$ cat src/rtl/core/chs_pkg.sv
// Package for the chained hash set: sizes, state codes, command and status structs.
// Used by chs_ctrl, chs_dp and chained_hash_set; depends on nothing.
`default_nettype none
package chs_pkg;
    localparam int MAX_BUCKETS = 4096;
    localparam int MAX_ENTRIES = 4096;
    localparam int KEY_BITS    = 31;
    localparam int CNT_W       = 13;                 // holds 0..MAX_ENTRIES
    localparam int IDX_W       = 12;                 // addresses an entry or a bucket
    localparam int SIZE_REGS   = 6;
    localparam int CFG_AW      = 3;
    localparam int STEP_W      = 3;
    localparam int DIV_CNT_W   = 5;
    localparam int DATA_W      = 32;                 // key padded to whole bytes
    localparam int OUT_W       = 32;

    localparam logic [CNT_W-1:0] CFG_RESET [SIZE_REGS] = '{
        13'd1021, 13'd1531, 13'd2039, 13'd2557, 13'd3067, 13'd4093
    };
    localparam logic [CFG_AW-1:0] REG_INITIAL = 3'd0;
    localparam logic [STEP_W-1:0] LAST_STEP   = 3'd5;
    localparam logic              KIND_INSERT = 1'b0;

    typedef enum logic [3:0] {
        ST_CLR_BOOT, ST_IDLE, ST_DIV, ST_HWT, ST_WALK, ST_EWT, ST_DECIDE, ST_LINK,
        ST_CHECK, ST_CLR_GROW, ST_RH_CHK, ST_RH_WT, ST_RH_DIV, ST_RH_HWT, ST_RH_LINK,
        ST_DONE
    } state_t;

    typedef struct packed {
        logic load_item;
        logic div_item;
        logic div_ram;
        logic head_load;
        logic ent_rd;
        logic walk_step;
        logic app_ent;
        logic app_link;
        logic set_full;
        logic grow;
        logic clr_step;
        logic rh_rd;
        logic rh_link;
        logic out_load;
    } cmd_t;

    typedef struct packed {
        logic div_done;
        logic walk_end;
        logic match;
        logic is_insert;
        logic found;
        logic pool_full;
        logic need_grow;
        logic clr_last;
        logic rh_end;
        logic out_free;
    } sts_t;

    function automatic logic [CNT_W-1:0] clamp_size(input logic [CNT_W-1:0] v);
        if (v == '0) begin
            return CNT_W'(1);
        end else if (v > CNT_W'(MAX_BUCKETS)) begin
            return CNT_W'(MAX_BUCKETS);
        end
        return v;
    endfunction
endpackage
`default_nettype wire

$ cat src/rtl/core/chs_ctrl.sv
// Controller for the chained hash set: sequences lookup, append, growth and rehash.
// Depends on chs_pkg.
`default_nettype none
module chs_ctrl (
    input  wire logic          aclk,
    input  wire logic          aresetn,
    input  wire logic          s_tvalid,
    output logic               s_tready,
    input  wire chs_pkg::sts_t sts,
    output chs_pkg::cmd_t      cmd
);
    chs_pkg::state_t state_reg, state_next;

    always_ff @(posedge aclk) begin
        if (!aresetn) begin
            state_reg <= chs_pkg::ST_CLR_BOOT;
        end else begin
            state_reg <= state_next;
        end
    end

    always_comb begin
        state_next = state_reg;
        cmd        = '0;
        s_tready   = 1'b0;
        unique case (state_reg)
            chs_pkg::ST_CLR_BOOT: begin
                cmd.clr_step = 1'b1;
                if (sts.clr_last) state_next = chs_pkg::ST_IDLE;
            end
            chs_pkg::ST_IDLE: begin
                s_tready = 1'b1;
                if (s_tvalid) begin
                    cmd.load_item = 1'b1;
                    cmd.div_item  = 1'b1;
                    state_next    = chs_pkg::ST_DIV;
                end
            end
            chs_pkg::ST_DIV: begin
                if (sts.div_done) state_next = chs_pkg::ST_HWT;
            end
            chs_pkg::ST_HWT: begin
                cmd.head_load = 1'b1;
                state_next    = chs_pkg::ST_WALK;
            end
            chs_pkg::ST_WALK: begin
                if (sts.walk_end) begin
                    state_next = chs_pkg::ST_DECIDE;
                end else begin
                    cmd.ent_rd = 1'b1;
                    state_next = chs_pkg::ST_EWT;
                end
            end
            chs_pkg::ST_EWT: begin
                cmd.walk_step = 1'b1;
                state_next    = sts.match ? chs_pkg::ST_DECIDE : chs_pkg::ST_WALK;
            end
            chs_pkg::ST_DECIDE: begin
                if (sts.is_insert && !sts.found) begin
                    if (sts.pool_full) begin
                        cmd.set_full = 1'b1;
                        state_next   = chs_pkg::ST_DONE;
                    end else begin
                        cmd.app_ent = 1'b1;
                        state_next  = chs_pkg::ST_LINK;
                    end
                end else begin
                    state_next = chs_pkg::ST_DONE;
                end
            end
            chs_pkg::ST_LINK: begin
                cmd.app_link = 1'b1;
                state_next   = chs_pkg::ST_CHECK;
            end
            chs_pkg::ST_CHECK: begin
                if (sts.need_grow) begin
                    cmd.grow   = 1'b1;
                    state_next = chs_pkg::ST_CLR_GROW;
                end else begin
                    state_next = chs_pkg::ST_DONE;
                end
            end
            chs_pkg::ST_CLR_GROW: begin
                cmd.clr_step = 1'b1;
                if (sts.clr_last) state_next = chs_pkg::ST_RH_CHK;
            end
            chs_pkg::ST_RH_CHK: begin
                if (sts.rh_end) begin
                    state_next = chs_pkg::ST_DONE;
                end else begin
                    cmd.rh_rd  = 1'b1;
                    state_next = chs_pkg::ST_RH_WT;
                end
            end
            chs_pkg::ST_RH_WT: begin
                cmd.div_ram = 1'b1;
                state_next  = chs_pkg::ST_RH_DIV;
            end
            chs_pkg::ST_RH_DIV: begin
                if (sts.div_done) state_next = chs_pkg::ST_RH_HWT;
            end
            chs_pkg::ST_RH_HWT: begin
                state_next = chs_pkg::ST_RH_LINK;
            end
            chs_pkg::ST_RH_LINK: begin
                cmd.rh_link = 1'b1;
                state_next  = chs_pkg::ST_RH_CHK;
            end
            chs_pkg::ST_DONE: begin
                if (sts.out_free) begin
                    cmd.out_load = 1'b1;
                    state_next   = chs_pkg::ST_IDLE;
                end
            end
            default: state_next = chs_pkg::ST_CLR_BOOT;
        endcase
    end
endmodule
`default_nettype wire

$ cat config.mk
export PLATFORM = sky130hd
export DESIGN_NAME = chs_ctrl
export DESIGN_NICKNAME = d
export VERILOG_FILES = /design/src/rtl/core/chs_pkg.sv /design/src/rtl/core/chs_ctrl.sv
export SDC_FILE = /design/constraint.sdc
export NUM_CORES = 1
export LEC_CHECK = 0
export ABC_CLOCK_PERIOD_IN_PS = 2330
export BUFFER_PORTS_ARGS = -buffer_cell sky130_fd_sc_hd__buf_2
export CAP_MARGIN = 20
export CORE_AREA = 8 8 45 47
export CTS_BUF_LIST = sky130_fd_sc_hd__clkbuf_4
export DETAILED_ROUTE_END_ITERATION = 7
export DIE_AREA = 0 0 53 55
export HOLD_SLACK_MARGIN = 0.08
export PLACE_DENSITY = 0.68
export SYNTH_ARGS = -nofsm -noshare
export SYNTH_HDL_FRONTEND = slang
export SYNTH_SLANG_ARGS = --single-unit
$ cat constraint.sdc
create_clock -name aclk -period 2.33 [get_ports aclk]
set_input_delay 0.233 -clock aclk [delete_from_list [all_inputs] [get_ports aclk]]
set_output_delay 0.233 -clock aclk [all_outputs]
set_load 0.03 [all_outputs]
==> flow_summary.toml <==
[clock_tree]
h-tree-depth = 1
root_buffer = "clkbuf_4"
clk_latency_ns = 0.23
clk_pin_slew_ns = 0.04
clockBufferDepth = 2
numCtsBuffers = 3
cts_setup_buffers = 0
cts-resized-gates = 0
tritoncts = "done"
ctsHoldBuffers = 0
cts.sinks = 4

[synth]
ys.flop_type = "dfxtp_1"
avgSynthCellArea_um2 = 6.95
synth_warnings = 0
syn_nets = 89
syn_inst = 76
async_flop_share_pct = 0
synth-edff-count = 0
synth_area_um2 = 528
yosysSeqAreaShare_pct = 15.2
ys_types = 30
synth_seq_cells = 4

[final_layout]
regArea_um2 = 80.1
drive_gt1_share_pct = 33.7
largest_reg_flops = 4
multi_input_area_um2 = 385
fin_nets = 113
num-fill-cells = 154
area_delta_synth_final_pct = 23.9
insertedDiodeCount = 0

[route]
via_per_inst = 5.31
drc = 0
firstDrtPassIters = 4
drtAntennaViolNets = 0
drtIter0Drc = 17
drt_wl_total_mm = 1.48
via_count = 605
wl_per_cell_um = 13.0

[critical_path]
cp-start-kind = "flop"
path_max_fanout = 19
cp.required_ns = 2.10
critPathKind = "reg -> out"
r2r_slack_ns = 0.64
path_delay_family = "flip-flops"
arrival_ns = 1.75
path_buf_inv = 1
crit_path_top_delay_cell = "dfxtp_1"
cp_cell_sequence = "nand2b_1, nor4_1, buf_2"
setup.worst_path.end_class = "primary output"
cpPeakStageDelay_ns = 0.67

[grt]
antenna_found_initial = 0
grt_overflow = 0
grt_pass1_vias = 569
grt_max_degree = 20
grt_usage_pct = 10.5
grt_pass1_wl_mm = 2.42
globalRouteMet3Util_pct = 2.41
use_met1_pct = 12.1
grt-busiest-layer = "met2"
grt_util_met2_pct = 18.8

[placed_design]
hpwl_mm = 1.15
gp_congestion = 0.743
io_buffers = 27

[power_and_ir_drop]
leakagePower_uw = 0.000309
ir_worst_vdd_mv = 0.254
cellPowerDensity_mw_per_mm2 = 773
p_total_uw = 506

[timing]
rsz0062_at_grt = "no"
finalCritPeriodShare_pct = 85.2
tightest_slew_ns = 0.571
hold_slack_ns = 0.302
hold_viol_final = 0
finalSetupViolCount = 0
relSlewSlack_pct = 61.9
setup-tns-final_ns = 0
skew_ns = 0.00320
fmax_mhz = 504
report.final.slew_viol_count = 0
period_needed_ns = 1.99

[floorplanning]
die_y_um = 55
dieArea_mm2 = 0.00292
core_area_mm2 = 0.00138
io_pins = 28
fp.dieW_um = 53
fp-row-count = 14
floorplan.initialDensity_pct = 38.2

[job]
drv_cap = 0

[outcome]
status = "completed"

[hold_path]
hold_path_class = "in -> reg"
worst register-to-register path: stages, from the launching register on:
cell and delay, ns:
dfxtp_1 0.63, nand2b_1 0.28, a2bb2oi_1 0.31, nand3_1 0.19, mux2i_1 0.15
synthesized netlist by cell type (all sizes together), types with 2 or more instances:
cell	number	area, µm²
buf	8	51.3
nand2b	7	43.8
nor2	7	26.3
nor3	6	30.0
nand2	5	18.8
o21ai	5	25.0
a21oi	4	20.0
dfxtp	4	80.1
nor4	4	25.0
inv	3	11.3
nand3	3	15.0
a2bb2oi	2	17.5
and2	2	15.0
and4b	2	20.0
mux2i	2	20.0
or3	2	12.5
cells by family after synthesis:
| family | share of synthesized area [%] |
|---|---|
| AOI/OAI and AO/OA | 20.9 |
| buffers and inverters | 11.8 |
| xor gates and xnor gates | 1.66 |
| muxes | 3.79 |
| DFF | 15.2 |
| and+or+nand+nor | 46.7 |
layer usage:
layer  wire length (µm)  vias to the layer above
met5                  0                        -
met4                  8                        0
met3                 69                        2
met2                738                       18
met1                667                      266
li1                   -                      319
cell usage in the layout (no fill, tap or decap), drive strengths merged:
cell type / netlist / final
a21oi: 4 / 4
nor3: 6 / 6
or3: 2 / 2
o211ai: 1 / 1
nor3b: 1 / 1
nand2b: 7 / 7
nor4: 4 / 4
and4b: 2 / 2
o21ba: 1 / 1
o21ai: 5 / 5
buf: 8 / 27
xor2: 1 / 1
dfxtp: 4 / 4
clkbuf: 0 / 3
nor2: 7 / 7
and2: 2 / 2
a31oi: 1 / 1
inv: 3 / 3
a2bb2oi: 2 / 2
nand2: 5 / 5
and3b: 1 / 1
nand3: 3 / 3
nor4b: 1 / 1
o221ai: 1 / 1
mux2i: 2 / 2
a311oi: 1 / 1
or3b: 1 / 1
final timing paths:
path / from / to / cells past startpoint
max: state_reg[2] / cmd[5] / 3
min: aresetn / state_reg[2] / 3
max reg2reg: state_reg[0] / state_reg[1] / 4
min reg2reg: state_reg[1] / state_reg[1] / 2
metrics by stage:
step                worst slack [ns]  instances  cell area, µm²  util [%]
floorplan                     0.0186         76             528         -
global placement               0.660        111             632      45.7
detailed placement             0.608        111             632      45.7
CTS                            0.369        114             654      47.3
global route                   0.201        114             654      47.3
finish                         0.345        114             654      47.3
layout make-up:
type / instances / share of cell area (%)
timing repair buffer: 27 / 20.7
tap: 16 / 3.06
inverter: 3 / 1.72
clock buffer: 3 / 3.44
multi-input combinational: 61 / 58.9
sequential: 4 / 12.2
report_power, final:
group,leakage [µW],internal (µW),total (µW),switching [µW]
logic,0.000263,122,285,164
registers,0.0000327,82.4,137,54.8
clock network,0.0000138,57.4,83.1,25.7
total,0.000309,261,506,244
Power figures use the tool's default switching activity.
